### src/urt_pkg.sv
// Shared types and constants for the ultrasonic range timer.
`timescale 1ns / 1ps

package urt_pkg;

    localparam int unsigned MIN_PERIOD = 32'd12240000;

    localparam int unsigned TICKS_W = 24;
    localparam int unsigned DIST_W  = 16;
    localparam int unsigned SCALE_W = 24;
    localparam int unsigned PCNT_W  = 32;
    localparam int unsigned IN_W    = 8;
    localparam int unsigned OUT_W   = 48;
    localparam int unsigned IDX_W   = 3;
    localparam int unsigned CFG_W   = 32;

    localparam logic [TICKS_W-1:0] TICKS_MAX = {TICKS_W{1'b1}};

    localparam logic [31:0]        RST_REPEAT_PERIOD = 32'd20400000;
    localparam logic [15:0]        RST_TRIGGER_WIDTH = 16'd2040;
    localparam logic [TICKS_W-1:0] RST_WINDOW_LIMIT  = 24'd7752000;
    localparam logic [SCALE_W-1:0] RST_MM_PER_TICK   = 24'd13981;

    typedef enum logic [1:0] {
        PH_IDLE   = 2'd0,
        PH_TRIG   = 2'd1,
        PH_LISTEN = 2'd2,
        PH_WAIT   = 2'd3
    } phase_t;

    typedef enum logic [IDX_W-1:0] {
        REG_CONTINUOUS_MODE = 3'd0,
        REG_REPEAT_PERIOD   = 3'd1,
        REG_TRIGGER_WIDTH   = 3'd2,
        REG_WINDOW_LIMIT    = 3'd3,
        REG_MM_PER_TICK     = 3'd4
    } reg_idx_t;

    typedef struct packed {
        logic               continuous_mode;
        logic [31:0]        repeat_period;
        logic [15:0]        trigger_width;
        logic [TICKS_W-1:0] window_limit;
        logic [SCALE_W-1:0] mm_per_tick_q24;
    } urt_cfg_t;

    typedef struct packed {
        logic               trigger_level;
        logic               is_listening;
        logic               measure_done;
        logic               reliable;
        logic [TICKS_W-1:0] echo_ticks;
    } urt_flags_t;

endpackage

### src/urt_ctrl.sv
// Phase sequencer and echo pulse timer, one step per accepted tick.
`timescale 1ns / 1ps

module urt_ctrl (
    input  logic               clk,
    input  logic               rst_n,
    input  logic               step,
    input  logic               echo_level,
    input  logic               start_request,
    input  urt_pkg::urt_cfg_t  cfg,
    output urt_pkg::urt_flags_t flags
);

    urt_pkg::phase_t               phase_reg, phase_next;
    logic [urt_pkg::PCNT_W-1:0]    phase_cnt_reg, phase_cnt_next;
    logic [urt_pkg::TICKS_W-1:0]   echo_cnt_reg, echo_cnt_next;
    logic                          echo_seen_reg, echo_seen_next;
    logic [urt_pkg::TICKS_W-1:0]   last_ticks_reg, last_ticks_next;
    logic                          last_rel_reg, last_rel_next;
    logic                          done_next;

    logic [urt_pkg::PCNT_W-1:0]    tw;
    logic [urt_pkg::PCNT_W-1:0]    wl;
    logic [urt_pkg::PCNT_W-1:0]    period;
    logic [urt_pkg::PCNT_W-1:0]    pcnt_inc;

    // Zero width or window counts as one tick.
    assign tw = (cfg.trigger_width == '0) ? urt_pkg::PCNT_W'(1)
                                          : urt_pkg::PCNT_W'(cfg.trigger_width);
    assign wl = (cfg.window_limit == '0) ? urt_pkg::PCNT_W'(1)
                                         : urt_pkg::PCNT_W'(cfg.window_limit);
    assign period = (cfg.repeat_period > urt_pkg::MIN_PERIOD) ? cfg.repeat_period
                                                              : urt_pkg::MIN_PERIOD;
    assign pcnt_inc = phase_cnt_reg + urt_pkg::PCNT_W'(1);

    always_comb
    begin
        phase_next      = phase_reg;
        phase_cnt_next  = phase_cnt_reg;
        echo_cnt_next   = echo_cnt_reg;
        echo_seen_next  = echo_seen_reg;
        last_ticks_next = last_ticks_reg;
        last_rel_next   = last_rel_reg;
        done_next       = 1'b0;
        unique case (phase_reg)
            urt_pkg::PH_IDLE:
            begin
                if (start_request)
                begin
                    phase_next     = urt_pkg::PH_TRIG;
                    phase_cnt_next = urt_pkg::PCNT_W'(1);
                    last_rel_next  = 1'b0;
                    echo_cnt_next  = '0;
                    echo_seen_next = 1'b0;
                end
                else if (cfg.continuous_mode)
                begin
                    phase_next     = urt_pkg::PH_WAIT;
                    phase_cnt_next = '0;
                end
            end
            urt_pkg::PH_TRIG:
            begin
                if (phase_cnt_reg >= tw)
                begin
                    phase_next     = urt_pkg::PH_LISTEN;
                    phase_cnt_next = '0;
                end
                else
                begin
                    phase_cnt_next = pcnt_inc;
                end
            end
            urt_pkg::PH_LISTEN:
            begin
                if (echo_level)
                begin
                    echo_seen_next = 1'b1;
                    if (echo_cnt_reg != urt_pkg::TICKS_MAX)
                    begin
                        echo_cnt_next = echo_cnt_reg + urt_pkg::TICKS_W'(1);
                    end
                end
                else if (echo_seen_reg)
                begin
                    // Falling edge: latch the pulse width.
                    last_ticks_next = echo_cnt_reg;
                    last_rel_next   = (urt_pkg::PCNT_W'(echo_cnt_reg) < wl);
                    done_next       = 1'b1;
                    echo_cnt_next   = '0;
                    echo_seen_next  = 1'b0;
                end
                phase_cnt_next = pcnt_inc;
                if (pcnt_inc >= wl)
                begin
                    // Window closes; drop any unfinished pulse.
                    echo_cnt_next  = '0;
                    echo_seen_next = 1'b0;
                    phase_cnt_next = '0;
                    phase_next     = cfg.continuous_mode ? urt_pkg::PH_WAIT
                                                         : urt_pkg::PH_IDLE;
                end
            end
            urt_pkg::PH_WAIT:
            begin
                if (!cfg.continuous_mode)
                begin
                    phase_next     = urt_pkg::PH_IDLE;
                    phase_cnt_next = '0;
                end
                else if (pcnt_inc >= period)
                begin
                    phase_next     = urt_pkg::PH_TRIG;
                    phase_cnt_next = urt_pkg::PCNT_W'(1);
                    last_rel_next  = 1'b0;
                    echo_cnt_next  = '0;
                    echo_seen_next = 1'b0;
                end
                else
                begin
                    phase_cnt_next = pcnt_inc;
                end
            end
            default:
            begin
                phase_next = urt_pkg::PH_IDLE;
            end
        endcase
    end

    // Result fields show the state after this tick.
    always_comb
    begin
        flags.trigger_level = (phase_next == urt_pkg::PH_TRIG);
        flags.is_listening  = (phase_next == urt_pkg::PH_LISTEN);
        flags.measure_done  = done_next;
        flags.reliable      = last_rel_next;
        flags.echo_ticks    = last_ticks_next;
    end

    always_ff @(posedge clk or negedge rst_n)
    begin
        if (!rst_n)
        begin
            phase_reg      <= urt_pkg::PH_IDLE;
            phase_cnt_reg  <= '0;
            echo_cnt_reg   <= '0;
            echo_seen_reg  <= 1'b0;
            last_ticks_reg <= '0;
            last_rel_reg   <= 1'b0;
        end
        else if (step)
        begin
            phase_reg      <= phase_next;
            phase_cnt_reg  <= phase_cnt_next;
            echo_cnt_reg   <= echo_cnt_next;
            echo_seen_reg  <= echo_seen_next;
            last_ticks_reg <= last_ticks_next;
            last_rel_reg   <= last_rel_next;
        end
    end

endmodule

### src/ultrasonic_range_timer.sv
// Top level of the ultrasonic range timer: config registers, pipeline, distance scaling.
`timescale 1ns / 1ps
//
// Each request on the slave stream is one tick of the ranging timebase and
// carries the echo pin level and a start request. Every request produces
// exactly one result on the master stream: trigger and listen levels, a
// pulse-done strobe, the reliable flag, the last echo width in ticks and the
// distance in mm ((ticks * mm_per_tick_q24) >> 24, saturated to 16 bits).
// The phase state advances once per accepted request.
// The sequencer result is registered at accept in the stage-one register; the
// 24x24 distance multiply fills the output register once it is free.
// Unstalled throughput is one request per cycle; two register stages let a new
// request in while a result waits. A stall on m_tready holds the output
// register, then the stage-one register, and only then drops s_tready.
// The config port (cfg_valid/cfg_ready, cfg_index, cfg_data) is always
// ready; writes take effect at once and are meant for idle periods.
// Indexes 0..4: continuous_mode, repeat_period, trigger_width,
// window_limit, mm_per_tick_q24; other indexes are ignored.
// Reset (rst_n low, asynchronous) restores the default registers, puts the
// sequencer in idle and empties both pipeline stages.

module ultrasonic_range_timer (
    input  logic                              clk,
    input  logic                              rst_n,
    input  logic                              s_tvalid,
    output logic                              s_tready,
    input  logic [urt_pkg::IN_W-1:0]          s_tdata,   // [0] echo_level, [1] start_request
    output logic                              m_tvalid,
    input  logic                              m_tready,
    // [0] trigger_level, [1] is_listening, [2] measure_done, [3] reliable,
    // [27:4] echo_ticks, [43:28] distance_mm
    output logic [urt_pkg::OUT_W-1:0]         m_tdata,
    input  logic                              cfg_valid,
    output logic                              cfg_ready,
    input  logic [urt_pkg::IDX_W-1:0]         cfg_index,
    input  logic [urt_pkg::CFG_W-1:0]         cfg_data
);

    urt_pkg::urt_cfg_t                     cfg_reg;
    urt_pkg::urt_flags_t                   flags;
    urt_pkg::urt_flags_t                   s1_flags_reg;
    logic [urt_pkg::SCALE_W-1:0]           s1_mm_reg;
    logic                                  s1_valid_reg;
    logic                                  out_valid_reg;
    logic [urt_pkg::OUT_W-1:0]             out_data_reg;
    logic                                  accept;
    logic                                  adv2;
    logic [urt_pkg::TICKS_W+urt_pkg::SCALE_W-1:0] product;
    logic [urt_pkg::DIST_W-1:0]            dist_mm;

    assign cfg_ready = 1'b1;
    assign adv2      = !out_valid_reg || m_tready;
    assign s_tready  = !s1_valid_reg || adv2;
    assign accept    = s_tvalid && s_tready;

    always_ff @(posedge clk or negedge rst_n)
    begin
        if (!rst_n)
        begin
            cfg_reg.continuous_mode <= 1'b0;
            cfg_reg.repeat_period   <= urt_pkg::RST_REPEAT_PERIOD;
            cfg_reg.trigger_width   <= urt_pkg::RST_TRIGGER_WIDTH;
            cfg_reg.window_limit    <= urt_pkg::RST_WINDOW_LIMIT;
            cfg_reg.mm_per_tick_q24 <= urt_pkg::RST_MM_PER_TICK;
        end
        else if (cfg_valid)
        begin
            unique case (cfg_index)
                urt_pkg::REG_CONTINUOUS_MODE: cfg_reg.continuous_mode <= cfg_data[0];
                urt_pkg::REG_REPEAT_PERIOD:   cfg_reg.repeat_period   <= cfg_data;
                urt_pkg::REG_TRIGGER_WIDTH:   cfg_reg.trigger_width   <= cfg_data[15:0];
                urt_pkg::REG_WINDOW_LIMIT:
                    cfg_reg.window_limit <= cfg_data[urt_pkg::TICKS_W-1:0];
                urt_pkg::REG_MM_PER_TICK:
                    cfg_reg.mm_per_tick_q24 <= cfg_data[urt_pkg::SCALE_W-1:0];
                default: ;
            endcase
        end
    end

    urt_ctrl u_ctrl (
        .clk           (clk),
        .rst_n         (rst_n),
        .step          (accept),
        .echo_level    (s_tdata[0]),
        .start_request (s_tdata[1]),
        .cfg           (cfg_reg),
        .flags         (flags)
    );

    // Stage one: sequencer result and the scale in force for this tick.
    always_ff @(posedge clk or negedge rst_n)
    begin
        if (!rst_n)
        begin
            s1_valid_reg <= 1'b0;
        end
        else if (accept)
        begin
            s1_valid_reg <= 1'b1;
        end
        else if (adv2)
        begin
            s1_valid_reg <= 1'b0;
        end
    end

    always_ff @(posedge clk)
    begin
        if (accept)
        begin
            s1_flags_reg <= flags;
            s1_mm_reg    <= cfg_reg.mm_per_tick_q24;
        end
    end

    // Stage two: scale ticks to mm and saturate.
    assign product = s1_flags_reg.echo_ticks * s1_mm_reg;
    assign dist_mm = (product[urt_pkg::TICKS_W+urt_pkg::SCALE_W-1:
                              urt_pkg::SCALE_W+urt_pkg::DIST_W] != '0)
                     ? {urt_pkg::DIST_W{1'b1}}
                     : product[urt_pkg::SCALE_W+urt_pkg::DIST_W-1:urt_pkg::SCALE_W];

    always_ff @(posedge clk or negedge rst_n)
    begin
        if (!rst_n)
        begin
            out_valid_reg <= 1'b0;
        end
        else if (adv2)
        begin
            out_valid_reg <= s1_valid_reg;
        end
    end

    always_ff @(posedge clk)
    begin
        if (adv2 && s1_valid_reg)
        begin
            out_data_reg <= {4'b0000, dist_mm, s1_flags_reg.echo_ticks,
                             s1_flags_reg.reliable, s1_flags_reg.measure_done,
                             s1_flags_reg.is_listening, s1_flags_reg.trigger_level};
        end
    end

    assign m_tvalid = out_valid_reg;
    assign m_tdata  = out_data_reg;

endmodule

### config.mk
export PLATFORM = sky130hd
export DESIGN_NAME = ultrasonic_range_timer
export DESIGN_NICKNAME = d
export VERILOG_FILES = /design/src/urt_pkg.sv /design/src/urt_ctrl.sv /design/src/ultrasonic_range_timer.sv
export SDC_FILE = /design/constraint.sdc
export NUM_CORES = 2
export LEC_CHECK = 0
export ABC_AREA = 1
export BUFFER_PORTS_ARGS = -buffer_cell sky130_fd_sc_hd__buf_2
export CELL_PAD_IN_SITES_DETAIL_PLACEMENT = 1
export CELL_PAD_IN_SITES_GLOBAL_PLACEMENT = 1
export CORE_MARGIN = 1
export CORE_UTILIZATION = 39
export CTS_CLUSTER_DIAMETER = 50
export CTS_CLUSTER_SIZE = 20
export DETAILED_ROUTE_END_ITERATION = 10
export GPL_ROUTABILITY_DRIVEN = 0
export HOLD_SLACK_MARGIN = 0.1
export PLACE_DENSITY_LB_ADDON = 0.1
export SETUP_SLACK_MARGIN = 0.1
export SLEW_MARGIN = 10
export SYNTH_ARGS = -nofsm -noshare
export SYNTH_HDL_FRONTEND = slang
export SYNTH_SLANG_ARGS = --single-unit
### constraint.sdc
create_clock -name clk -period 15.1 [get_ports clk]
set_input_delay 2.265 -clock clk [delete_from_list [all_inputs] [get_ports clk]]
set_output_delay 2.265 -clock clk [all_outputs]
set_load 0.05 [all_outputs]
; Word level (Yosys, flattened, before mapping)
; Index checks and enable logic that the tools add are counted.
[word_totals]
register_bits = 279
output_inout_bits = 51
[classes]
eq_ne = 16
n_reduce_logical = 22
muxes = 44
bitwise_logic = 1
multipliers = 1
addsub = 2
n_lt_le_gt_ge = 5
[op_table]
columns = op, count
row1 = $mux 24, 11
row2 = $mux 32, 7
row3 = $pmux 32 s4, 1
row4 = $ge 32x32->1, 3
row5 = $pmux 24 s3, 1
row6 = $mul 24x24->48, 1
row7 = $add 32x1->32 const B, 1
row8 = $gt 32x24->1 const B, 1
row9 = $lt 24x32->1, 1
row10 = $add 24x1->24 const B, 1
row11 = $logic_not 24->1, 1
row12 = $ne 24x24->1 const B, 1
row13 = $logic_not 16->1, 1
row14 = $mux 16, 1
row15 = $mux 2, 7
row16 = $mux 1, 13
row17 = $reduce_and 2->1, 6
row18 = $ne 4x2->1 const B, 2
row19 = $pmux 2 s4, 1
row20 = $reduce_bool 8->1, 1
row21 = $reduce_and 7->1, 1
row22 = $eq 2x2->1 const B, 3
row23 = $eq 3x2->1 const B, 2
row24 = $pmux 1 s3, 2
row25 = other kinds (16), 21

; Depth between registers and ports, before layout
[depth]
ltp_word = 7
ltp_mapped = 33

; Modules after synthesis
; Synthesis repeated with hierarchy kept, for this count alone.
[hier_totals]
cells_unflattened = 4543
hier_area_um2 = 35387.7
[modules_own_cells]
columns = module, seq_area_each_um2, instances, area_per_inst_um2, cells_per_inst
row1 = ultrasonic_range_timer, 5406.4, 1, 27097.2, 3311
row2 = urt_ctrl, 2102.0, 1, 8290.5, 1232

; Worst setup path after synthesis
; OpenSTA, ideal clock, no wires.
[synth_path]
path_kind = reg2reg
from = register s1_flags_reg[10] (netlist name)
to = register out_data_reg (netlist bit m_tdata[35]) (data pin)
setup_slack_ns = 8.283
t_arrival_ns = 6.548
n_path_buf = 2
setup_time_ns = 0.269
path_stages_with_launch = 31
cell_sequence = edfxtp_1 -> clkbuf_1 -> nand2_1 -> fa_1 -> fa_1 -> inv_1 -> fa_1 -> inv_1 -> fa_1 -> inv_1 -> fa_1 -> fa_1 -> inv_1 -> fa_1 -> inv_1 -> ha_1 -> a21oi_1 -> a21boi_0 -> inv_1 -> a21oi_1 -> o21ai_0 -> inv_1 -> nand2_1 -> nand2_1 -> nand2_1 -> xor2_1 -> inv_1 -> nand3b_1 -> nor2_1 -> buf_2 -> nand3_1
[synth_via]
elab_chain_len = 2
[synth_lines]
columns = item, line
row1 = start: declaration, ultrasonic_range_timer.sv:41  ; urt_pkg::urt_flags_t s1_flags_reg;
row2 = start signal: assignment, ultrasonic_range_timer.sv:112  ; s1_flags_reg <= flags;
row3 = $mul 24x24->48 (*), ultrasonic_range_timer.sv:118  ; assign product = s1_flags_reg.echo_ticks * s1_mm_reg;
row4 = $reduce_bool 8->1, ultrasonic_range_timer.sv:119  ; assign dist_mm = (product[urt_pkg::TICKS_W+urt_pkg::SCALE_W-1:
row5 = end signal: assignment, ultrasonic_range_timer.sv:140  ; out_data_reg <= {4'b0000, dist_mm, s1_flags_reg.echo_ticks,
row6 = end: declaration, ultrasonic_range_timer.sv:45  ; logic [urt_pkg::OUT_W-1:0] out_data_reg;
; Mark *: on every way between the ends. The rest lies on a longest branch, timed or not.
; A chain may end at the register's enable or synchronous reset.

; Final worst setup path
[layout_path]
from = register s1_flags_reg[20] (netlist name)
to = register out_data_reg (netlist bit m_tdata[31]) (data pin)
; The elaborated chain is that of the path after synthesis.

==> summary.md <==
| Metric | Value |
|---|---|
| Status | `complete, no violations` |
| Post-synth EDFFs | `96` |
| Reg clk slew, reported paths | `0.07 ns` |
| Crit-path max FO | `19` |
| DRC | `0` |
| Resized cells post-CTS | `0` |
| Num CTS Buffers | `34` |
| First-pass iteration count of the detailed router | `5` |
| N_diodes | `0` |
| Largest register FFs | `just under 100` |
| Number of buffers added on ports | `between 80 and 90` |
| Buf+Inv Stages, Crit Path | `6` |
| Worst Clk Skew | `0.04359 ns` |
| Crit end category | `flip-flop` |
| Most common cell on crit path | `fa_1` |
| Post-synthesis sequential area ratio | `between 20% and 30%` |
| Die Height | `between 200 and 300 µm` |
| Vias in the first global route | `29.58k` |
| Final period utilization | `a little under three fifths` |
| Routed vias/inst | `4.913` |
| Most frequent cells in the layout | `inv_1, nand2_1, fa_1` |
| Worst-case clock buffer depth | `3` |
| R2r startpoint | `s1_flags_reg[20]$_DFFE_PP_` |
| Fraction of registers with async set or reset after synthesis | `between 60% and 70%` |
| Yosys warning count | `0` |
| Worst-Skew Late Latency | `0.58 ns` |
| Drt total wl | `roughly 110000 µm` |
| Post-route ant nets | `0` |
| Crit-path max cell delay | `a little under 0.8 ns` |
| Slew headroom | `25.83%` |
| Critical Path End | `m_tdata[31]$_SDFFCE_PP1P_` |
| Fin Setup TNS | `0 ns` |
| Initial antenna violation count | `0` |
| Hold Crit Depth | `0` |
| FMAX | `~0.12 GHz` |
| Commonest non-fill, non-tap cell in the layout | `inv_1` |
| Slowest cell on the critical path | `nor2_1` |
| Cells after Synth | `about 4.3k` |
| Mapped Area | `~34000 µm²` |
| CORE AREA | `86890 µm²` |
| Initial Util | `slightly below 40%` |
| Rows | `between 100 and 150` |
| Setup CP Type | `reg2reg` |
| Via count | `27.02k` |
| Crit path max-delay family | `adder cells` |
| NumNets Final | `5115` |
| Largest net degree at the start of global routing | `a little under 70` |
| Ys flop type | `dfrtp_1` |
| Die Wd | `~300 µm` |
| DRT iter0 DRCs | `roughly 1.2k` |
| Mean area per synthesized cell | `7.991 µm²` |
| Die area | `89050 µm²` |
| Yosys cell types | `55` |
| CTS tree | `yes` |
| Unrepaired setup endpoints after global routing | `no` |
| DR WL/cell | `slightly below 20 µm` |
| Slew @ Worst Pin | `approximately 1.1 ns` |
| R2r worst-path depth | `25` |
| Post-detail-place hpwl | `~80000 µm` |
| Fraction of layout cells with a size suffix above 1 | `~6.4%` |
| Crit path from | `s1_flags_reg[20]$_DFFE_PP_` |
| Sink Count | `around 280` |
| WP data arrival | `8.64 ns` |
| Critical path required time | `15.34 ns` |
| Max Slew Vio Count | `0` |
| First-pass GRT wire length | `approximately 170000 µm` |
| Hold buffer count at CTS | `0` |
| Layout Area Growth over Synthesis | `8.658%` |
| Worst min path class | `reg2reg` |
| Flops & latches, synth | `between 200 and 300` |
| # IOs | `99` |
| CP Launch Type | `flip-flop` |
| R2r setup slk | `about 6.7 ns` |
| Minimum clock period | `about 8.4 ns` |
| Final hold vios | `0` |
| H-Tree Depth | `2` |
| Final setup fails | `0` |
| Root buf cell | `clkbuf_16` |
| Max_cap viols | `0` |
| Total congestion overflow | `0` |
| CP Depth | `25` |
| Post-CTS setup buffer count | `0` |
| RR Endpoint | `m_tdata[31]$_SDFFCE_PP1P_` |
| GRT Util Overall | `approximately 25%` |
[cell usage after synthesis, types with 20 or more instances]
library cell / count / area, µm²
o21ai_1: 20 / 100.1
dfrtp_1: 146 / 3654
nor2_1: 206 / 773.2
fa_1: 481 / 9629
dfstp_2: 37 / 972.2
nor3_1: 43 / 215.2
nand4_1: 58 / 362.9
nand3_1: 80 / 400.4
o21ai_0: 203 / 1016
a21oi_1: 118 / 590.6
edfxtp_1: 96 / 2883
nand2_1: 1086 / 4076
clkbuf_1: 134 / 503.0
inv_1: 1117 / 4193
ha_1: 267 / 3341
xor2_1: 48 / 420.4
[routing by layer]
metal	up-vias	wire length [µm]	global-route usage, %
met3	122	2837	1.868
met5	-	0	0
met1	13700	45870	31.56
met4	0	2295	5.604
li1	12820	-	-
met2	378	56290	46.14
[metrics by stage]
stage	instances	area [µm²]	worst slack [ns]	hold slack (ns)	util, %
floorplan	4291	34280	8.283	0.4003	-
global placement	5438	35990	6.736	0.4052	41.42
detailed placement	5438	35990	6.759	0.4079	41.42
CTS	5500	37230	6.685	0.4235	42.85
global route	5500	37230	6.223	0.4433	42.85
finish	5500	37230	6.694	0.4223	42.85
[kinds of logic after synthesis]
| logic type | synth area share [%] |
|---|---|
| and+or+nand+nor | 18.44 |
| buffers and inverters | 14.15 |
| adders and majority gates | 37.85 |
| AOI/OAI and AO/OA | 6.040 |
| DFF | 21.91 |
| xor gates and xnor gates | 1.581 |
| other | 0.02192 |
[worst min path at each step]
stage                                 endpoint                           start  slack [ns]
after CTS                 m_tdata[3]$_DFFE_PP_      s1_flags_reg[24]$_DFFE_PP_        0.42
after detailed placement  m_tdata[2]$_DFFE_PP_  s1_flags_reg[25]$_SDFFCE_PN0P_        0.41
after floorplan           m_tdata[0]$_DFFE_PP_      s1_flags_reg[27]$_DFFE_PP_        0.40
after global routing      m_tdata[3]$_DFFE_PP_      s1_flags_reg[24]$_DFFE_PP_        0.44
final                     m_tdata[3]$_DFFE_PP_      s1_flags_reg[24]$_DFFE_PP_        0.42
after global placement    m_tdata[1]$_DFFE_PP_      s1_flags_reg[26]$_DFFE_PP_        0.41
[worst reg2reg max path, delay by kind of cell (launching register included)]
family	cells	cell delay, ns
fa+ha+maj	8	3.87
compound gates	6	1.21
buf+inv	6	0.77
flops	1	0.72
xor+xnor	1	0.19
simple gates	4	1.32
[cell type report]
class | count | area (µm²)
flip-flops and latches | 279 | 7508
clock buffers | 37 | 883.3
clock inverters | 25 | 357.8
inverters | 1121 | 4209
multi-input cells | 2737 | 21940
repair buffers | 146 | 887.1
fillers | 10610 | 49660
well taps | 1155 | 1445
Power is not shown: default switching activity piles up to over one toggle a cycle in this logic, so the estimate is an artifact.
